File: src/rtl/rational_arithmetic_unit_assert.svh
// Assertion macros used by rational_arithmetic_unit.sv.
`ifndef RATIONAL_ARITHMETIC_UNIT_ASSERT_SVH
`define RATIONAL_ARITHMETIC_UNIT_ASSERT_SVH
`ifndef SYNTH
// The condition must hold in the same cycle as the trigger.
`define RAU_ASSERT_IMP(lbl, clk, rst, ante, cons) \
   lbl: assert property (@(posedge clk) disable iff (rst) (ante) |-> (cons)) \
      else $error("assertion failed");
// The condition must hold in the cycle after the trigger.
`define RAU_ASSERT_NXT(lbl, clk, rst, ante, cons) \
   lbl: assert property (@(posedge clk) disable iff (rst) (ante) |=> (cons)) \
      else $error("assertion failed");
`else
`define RAU_ASSERT_IMP(lbl, clk, rst, ante, cons)
`define RAU_ASSERT_NXT(lbl, clk, rst, ante, cons)
`endif
`endif

File: src/rtl/rau_pkg.sv
`timescale 1ns / 1ps
`default_nettype none
package rau_pkg;

   typedef enum logic [3:0] {
      OP_MAKE = 4'd0,
      OP_ADD  = 4'd1,
      OP_SUB  = 4'd2,
      OP_MUL  = 4'd3,
      OP_DIV  = 4'd4,
      OP_LT   = 4'd5,
      OP_GT   = 4'd6,
      OP_LE   = 4'd7,
      OP_GE   = 4'd8,
      OP_EQ   = 4'd9
   } op_type;

   typedef enum logic [3:0] {
      ST_IDLE,
      ST_MUL0,
      ST_MUL1,
      ST_MUL2,
      ST_PREP,
      ST_GCD_GO,
      ST_GCD_WAIT,
      ST_DIVN_GO,
      ST_DIVN_WAIT,
      ST_DIVD_GO,
      ST_DIVD_WAIT,
      ST_FINISH,
      ST_OUT
   } state_type;

   // Status that an iterative unit reports back to the sequencer.
   typedef struct packed {
      logic busy;
      logic done;
   } unit_sts_type;

endpackage
`default_nettype wire

File: src/rtl/rau_div.sv
`timescale 1ns / 1ps
`default_nettype none
module rau_div import rau_pkg::*; #(
   parameter int MW = 64
) (
   input  wire logic          clock,
   input  wire logic          reset,
   input  wire logic          start,
   input  wire logic [MW-1:0] dividend,
   input  wire logic [MW-1:0] divisor,
   output logic [MW-1:0]      quotient,
   output unit_sts_type       sts
);

   localparam int CW = $clog2(MW);

   logic [MW-1:0] q_ff, q_in;
   logic [MW-1:0] rem_ff, rem_in;
   logic [MW-1:0] dvs_ff, dvs_in;
   logic [CW-1:0] cnt_ff, cnt_in;
   logic          busy_ff, busy_in;
   logic          done_ff, done_in;
   logic [MW:0]   rem_sh;
   logic [MW:0]   rem_sub;

   // Restoring division, one quotient bit per cycle. The dividend shifts out
   // of the top of q while quotient bits shift in at the bottom.
   assign rem_sh  = {rem_ff, q_ff[MW-1]};
   assign rem_sub = rem_sh - {1'b0, dvs_ff};

   always_comb begin
      q_in    = q_ff;
      rem_in  = rem_ff;
      dvs_in  = dvs_ff;
      cnt_in  = cnt_ff;
      busy_in = busy_ff;
      done_in = 1'b0;
      if (start) begin
         q_in    = dividend;
         rem_in  = '0;
         dvs_in  = divisor;
         cnt_in  = CW'(MW - 1);
         busy_in = 1'b1;
      end else if (busy_ff) begin
         if (rem_sh >= {1'b0, dvs_ff}) begin
            rem_in = rem_sub[MW-1:0];
            q_in   = {q_ff[MW-2:0], 1'b1};
         end else begin
            rem_in = rem_sh[MW-1:0];
            q_in   = {q_ff[MW-2:0], 1'b0};
         end
         cnt_in = cnt_ff - 1'b1;
         if (cnt_ff == '0) begin
            busy_in = 1'b0;
            done_in = 1'b1;
         end
      end
   end

   always_ff @(posedge clock) begin
      q_ff   <= q_in;
      rem_ff <= rem_in;
      dvs_ff <= dvs_in;
      cnt_ff <= cnt_in;
      if (reset) begin
         busy_ff <= 1'b0;
         done_ff <= 1'b0;
      end else begin
         busy_ff <= busy_in;
         done_ff <= done_in;
      end
   end

   assign quotient = q_ff;
   assign sts.busy = busy_ff;
   assign sts.done = done_ff;

endmodule
`default_nettype wire

File: config.mk
export PLATFORM = sky130hd
export DESIGN_NAME = rau_div
export DESIGN_NICKNAME = d
export VERILOG_FILES = /design/src/rtl/rational_arithmetic_unit_assert.svh /design/src/rtl/rau_pkg.sv /design/src/rtl/rau_div.sv
export SDC_FILE = /design/constraint.sdc
export NUM_CORES = 1
export LEC_CHECK = 0
export ABC_AREA = 0
export BUFFER_PORTS_ARGS = -buffer_cell sky130_fd_sc_hd__buf_2
export CORE_MARGIN = 2
export CORE_UTILIZATION = 55
export DETAILED_ROUTE_END_ITERATION = 8
export PLACE_DENSITY_LB_ADDON = 0.08
export SLEW_MARGIN = 20
export SYNTH_ARGS = -nofsm -noshare
export SYNTH_HDL_FRONTEND = slang
export SYNTH_SLANG_ARGS = --single-unit
File: constraint.sdc
create_clock -name clock -period 3.62 [get_ports clock]
set_input_delay 0.362 -clock clock [delete_from_list [all_inputs] [get_ports clock]]
set_output_delay 0.362 -clock clock [all_outputs]
set_load 0.05 [all_outputs]
* Word level (Yosys, flattened, before mapping)
Index checks and enable logic that the tools add are counted.
** Word-level totals
- Register bits after elaboration :: 200
- Bits in latches :: 0
- Memory bits (writable) :: 0
- ROM bits :: 0
- Input port bits :: 131
- Output and inout port bits :: 66
- Word-level logic and storage cells :: 21
- Memories kept :: 0
** Cells by class
- Add/sub/neg operators :: 2
- $mul :: 0
- Divide/modulo/power cells :: 0
- $lt $le $gt $ge :: 1
- Equal/unequal tests :: 0
- Shift operators :: 0
- Mux-type cells :: 8
- Bitwise logic cells :: 1
- Reduce and logical (&&, ||, !) cells :: 3
** Operators by type and width (number)
- two-way mux 64 bit :: 3
- >= comparator 65 x 64 -> 1 bit :: 1
- subtractor 64 bit :: 1
- logical NOT 6 bit :: 1
- subtractor 6 x 1 -> 6 bit, second input constant :: 1
- two-way mux 1 bit :: 5
- OR reduction 3 bit :: 1
- nonzero test 2 bit :: 1
- NOT 1 bit :: 1

* Logic depth before layout (Yosys ltp)
- Depth after elaboration :: 4
- Mapped depth :: 15
- Gate-level depth less buffers :: 14

* Worst setup path after synthesis
OpenSTA, ideal clock, no wires.
- Kind :: reg-to-reg
- Start point :: register q_ff[63], in the netlist quotient[63]
- End point :: register rem_ff[56]
- Setup time :: 0.091 ns
- Arrival :: 3.291 ns
- Required time :: 3.529 ns
- Path slack :: 0.238 ns
- Stages on the path, launching flop included :: 15
- Buffers on the path :: 0
- Clock period less this slack :: 3.382 ns
- Cells stage by stage :: edfxtp_1 > inv_1 > ha_1 > fa_1 > nor2b_1 > o2111ai_1 > a2111oi_0 > or3_4 > a221oi_4 > o211ai_1 > a21oi_1 > o21ai_0 > xor2_1 > nand2_1 > a311oi_1
** Between the ends
- Word-level cells in the longest chain between the ends :: 2
- Elaborated cells on any way between the ends :: 3
- Those cells by class :: add/sub: 1; order compare: 1; mux: 1
** Ends and longest elaborated chain
- start, declared :: RTL line rau_div.sv:17 : logic [MW-1:0] q_ff, q_in;
- start signal, assigned :: RTL line rau_div.sv:61 : q_ff <= q_in;
- subtractor 64 bit / >= comparator 65 x 64 -> 1 bit (equally long branches) :: RTL line rau_div.sv:29, rau_div.sv:45
- two-way mux 64 bit (*) :: RTL line rau_div.sv:45 : if (rem_sh >= {1'b0, dvs_ff}) begin
- end signal, assigned :: RTL line rau_div.sv:62 : rem_ff <= rem_in;
- end, declared :: RTL line rau_div.sv:18 : logic [MW-1:0] rem_ff, rem_in;
Every way passes the cells marked *; elsewhere a longest branch is shown, timed or not.
A chain may end at the register's enable or synchronous reset.

* Final worst setup path
- Start point :: register dvs_ff[46]
- End point :: register rem_ff[18]
** Between the ends
- Word-level cells in the longest chain between the ends :: 2
** Ends and longest elaborated chain
- start, declared :: RTL line rau_div.sv:19 : logic [MW-1:0] dvs_ff, dvs_in;
- start signal, assigned :: RTL line rau_div.sv:63 : dvs_ff <= dvs_in;
- >= comparator 65 x 64 -> 1 bit :: RTL line rau_div.sv:45
- two-way mux 64 bit :: RTL line rau_div.sv:45
Every way passes these cells.

==> impl_summary.txt <==
----------------------------------------------------
[Power and ir drop]
  Cell area power density ... 479 nW/um^2
  Max VDD drop ... 0.301 mV
  Total leakage power ... 0.00580 uW

[Place]
  Count of buffers inserted at the top-level ports ... 196
  GPL Wtd Cong ... 0.931
  Detailed placer's ending HPWL ... 20600 um
  Post-placement cell area ... 13000 sq um

[Clock tree]
  CTS clk-pin slew, worst paths ... 0.08 ns
  Count of hold buffers inserted by post-cts repair ... 0
  Clock latency on the worst-skew pair ... 0.45 ns
  TritonCTS sink count ... 200
  CTS tree ... done
  TritonCTS buffer count ... 17
  CTS max path bufs ... 2
  H-tree depth reported by CTS ... 4
  Clock root cell ... sky130_fd_sc_hd__clkbuf_16
  Number of buffers added for setup after CTS ... 0

[Yosys]
  Synthesized area per cell ... 9.67 sq um
  Number of synthesized flops with an enable pin ... 128
  Dominant cell type by area after synthesis ... sky130_fd_sc_hd__edfxtp_1
  Share of cell area taken by muxes after synthesis ... 0.0639
  Async set-reset flop share out of synthesis ... 0
  Post-synthesis sequential area ratio ... 0.456
  Area contributors post-synth ... sky130_fd_sc_hd__edfxtp_1 33%, sky130_fd_sc_hd__dfxtp_1 12%, sky130_fd_sc_hd__ha_1 7.1%, sky130_fd_sc_hd__mux2_2 6.2%, sky130_fd_sc_hd__nand2_1 5.1%
  Synth warnings ... 0
  Cell with the most instances after synthesis ... sky130_fd_sc_hd__nand2_1
  Number of storage elements in the synthesis netlist ... 200
  Number of nets in the synthesized netlist ... 1396
  Compound-cell area share of the yosys netlist ... 0.176
  Combinational family with the most area after synthesis ... compound AO/OA/AOI/OAI gates
  Area fraction of the dominant cell type after synthesis ... 0.332
  Synth Cell Area ... 11600 sq um
  Most numerous cell types in the synthesized netlist ... 157 x sky130_fd_sc_hd__nand2_1, 128 x sky130_fd_sc_hd__edfxtp_1, 91 x sky130_fd_sc_hd__nor2_1
  Simple-gate portion of the synthesized area ... 0.136
  Cell count after synthesis ... 1198
  Xor/xnor share of the synthesized area ... 0.0461
  Adder and majority gate portion of the synthesized area ... 0.0730
  Unique cell type count in the Yosys netlist ... 67
  Main synth FF type ... sky130_fd_sc_hd__edfxtp_1

[Run]
  Reported max-cap violation count ... 0

[Worst setup path]
  Worst stage delay on the critical path ... 0.53 ns
  Crit path max-delay cell type ... sky130_fd_sc_hd__or4_1
  Startpoint-to-endpoint class of the critical path ... reg2reg
  Critical Path Fanout Max ... 8
  Worst R2R Start ... dvs_ff[46]
  Worst-case reg-to-reg path depth ... 11
  Critical path data required time ... 3.97 ns
  Arrival time reported for the critical path endpoint ... 3.81 ns
  Critical path's top delay family ... simple AND/OR/NAND/NOR gates
  Capturing instance or port of the critical path ... rem_ff[18]
  Endpoint class of the critical path ... register
  Start point of the critical path ... dvs_ff[46]
  Crit start category ... register
  Total number of cells along the worst setup path ... 11
  Endpoint of the most critical register-to-register path ... rem_ff[18]
  Setup slack, reg-to-reg ... 0.16 ns
  CP bufs+invs ... 1
  Cell-by-cell trace of the critical path ... inv_1 -> ha_1 -> nand4_4 -> nor3_4 -> nand4_1 -> or4_1 -> nor4_1 -> nor2_1 -> o21a_2 -> or3_1 -> a311oi_1

[Floorplan]
  Boundary pin count ... 197
  Starting Density ... 0.557
  Placeable core area ... 20800 sq um
  Chip height ... 149 um
  Number of standard-cell rows in the floorplan ... 53
  Total Die Area ... 22300 sq um
  DIE WIDTH ... 149 um

[Cells and area]
  Layout Area Growth over Synthesis ... 17.8%
  Fraction of final layout cells with drive strength greater than 1 ... 0.251
  Final net count ... 1581
  Final non-filler cell area ... 13700 sq um
  Number of antenna diodes ... 0
  Post-layout util ... 0.656

[Hold path]
  Min-delay worst type ... in2reg
  Hold path depth ... 2

[Detailed routing]
  Number of nets with antenna violations after detailed routing ... 0
  Drt wl/cell ... 16.9 um
  DRC violation count after routing ... 0
  Vias after detailed routing ... 9456
  Total length of routed wires ... 28200 um
  Count of routing violations after the opening detailed-route iteration ... 607
  Initial DRT Pass Iterations ... 5
  Via-to-Cell Ratio ... 5.66

[STA]
  Final count of negative-setup-slack endpoints ... 0
  Max-slew violation count ... 0
  Min Hold Slack ... 0.0623 ns
  RSZ-0062 raised after global routing ... yes
  Min Clock Period, post-route ... 3.46 ns
  Period utilisation layout ... 0.956
  Final Hold Fails ... 0
  Post-route clock skew ... 0.0259 ns
  Slew of the pin with the lowest slew margin ... 0.706 ns
  Relative slew slack ... 0.529
  Setup_tns ... 0 ns
  Top achievable clock speed ... 0.289 GHz

[GRT]
  Pin count of the biggest net entering global routing ... 67
  Number of global-route vias before repair ... 9230
  Global-route wire length before repair ... 45800 um
  Final global-route overflow total ... 0
  GRT Total Usage ... 0.258
  Number of antenna violations at the first check in global routing ... 1

[Outcome]
  Status ... complete, no violations

----------------------------------------------------
cells in the final DEF (no fill, tap or decap), types with 15 or more instances in the layout:
master                      count
sky130_fd_sc_hd__mux2_2        64
sky130_fd_sc_hd__o21bai_1      15
sky130_fd_sc_hd__xor2_1        20
sky130_fd_sc_hd__clkbuf_16     17
sky130_fd_sc_hd__buf_2        195
sky130_fd_sc_hd__o21ai_0       67
sky130_fd_sc_hd__nor2_1        90
sky130_fd_sc_hd__ha_1          65
sky130_fd_sc_hd__buf_4         27
sky130_fd_sc_hd__edfxtp_1     128
sky130_fd_sc_hd__nand4_1       22
sky130_fd_sc_hd__nand2_1      157
sky130_fd_sc_hd__xnor2_1       41
sky130_fd_sc_hd__dfxtp_1       71
sky130_fd_sc_hd__inv_1         81
sky130_fd_sc_hd__a21oi_1       82
sky130_fd_sc_hd__a311oi_1      36
sky130_fd_sc_hd__a21o_1        30
worst min-delay path by stage:
| stage | start | end | slack, ns |
|---|---|---|---|
| 2_1_floorplan | reset | busy_ff | 0.43 |
| 3_3_place_gp | rem_ff[11] | rem_ff[11] | 0.47 |
| 3_5_place_dp | rem_ff[10] | rem_ff[10] | 0.48 |
| 4_1_cts | reset | busy_ff | 0.06 |
| 5_1_grt | reset | busy_ff | 0.06 |
| 6_report | reset | busy_ff | 0.06 |
per-layer routing:
metal,GRT usage,vias to the layer above,wire length [um]
li1,-,4687,-
met1,0.350,4442,13000
met3,0.0609,36,1750
met2,0.415,289,12900
met5,0,-,13
met4,0.0695,2,502
what timing repair did:
action,CTS,global route
hold endpoints to repair,0,0
endpoints found under the setup margin,0,20
resized for setup,0,13
metrics by stage:
step	total power (uW)	std cells	worst slack, ns
floorplan	4100	1198	0.238
global placement	4580	1639	0.0642
detailed placement	4600	1639	0.0485
CTS	6560	1671	0.0233
global route	6850	1671	-0.0424
finish	6540	1671	0.159
cells by family (layout without fill, tap and decap cells):
family / count (synthesis) / in the layout
buffers and inverters: 145 / 343
multiplexers: 66 / 66
adder cells (fa/ha/maj): 67 / 67
AND/OR/NAND/NOR: 349 / 349
flip-flops: 200 / 200
AO/OA/AOI/OAI: 310 / 310
XOR/XNOR: 61 / 61
flip-flops by register name (all words and copies together) (netlist names):
name      cells
rem_ff       64
busy_ff       1
quotient     64
dvs_ff       64
done_ff       1
cnt_ff        6
cell type report:
| cell class | count | area, sq um |
|---|---|---|
| multi-input combinational | 853 | 5800 |
| clock buffer | 18 | 429 |
| timing repair buffer | 229 | 1310 |
| clock inverter | 14 | 174 |
| sequential | 200 | 5290 |
| fill | 1715 | 7170 |
| inverter | 82 | 308 |
| tap | 275 | 344 |
where the power goes:
part | switching [uW] | leakage, uW | internal [uW]
logic | 1140 | 0.00365 | 669
clock network | 961 | 0.000291 | 995
registers | 125 | 0.00186 | 2650
Note: power is estimated with default switching activity, not from simulation.
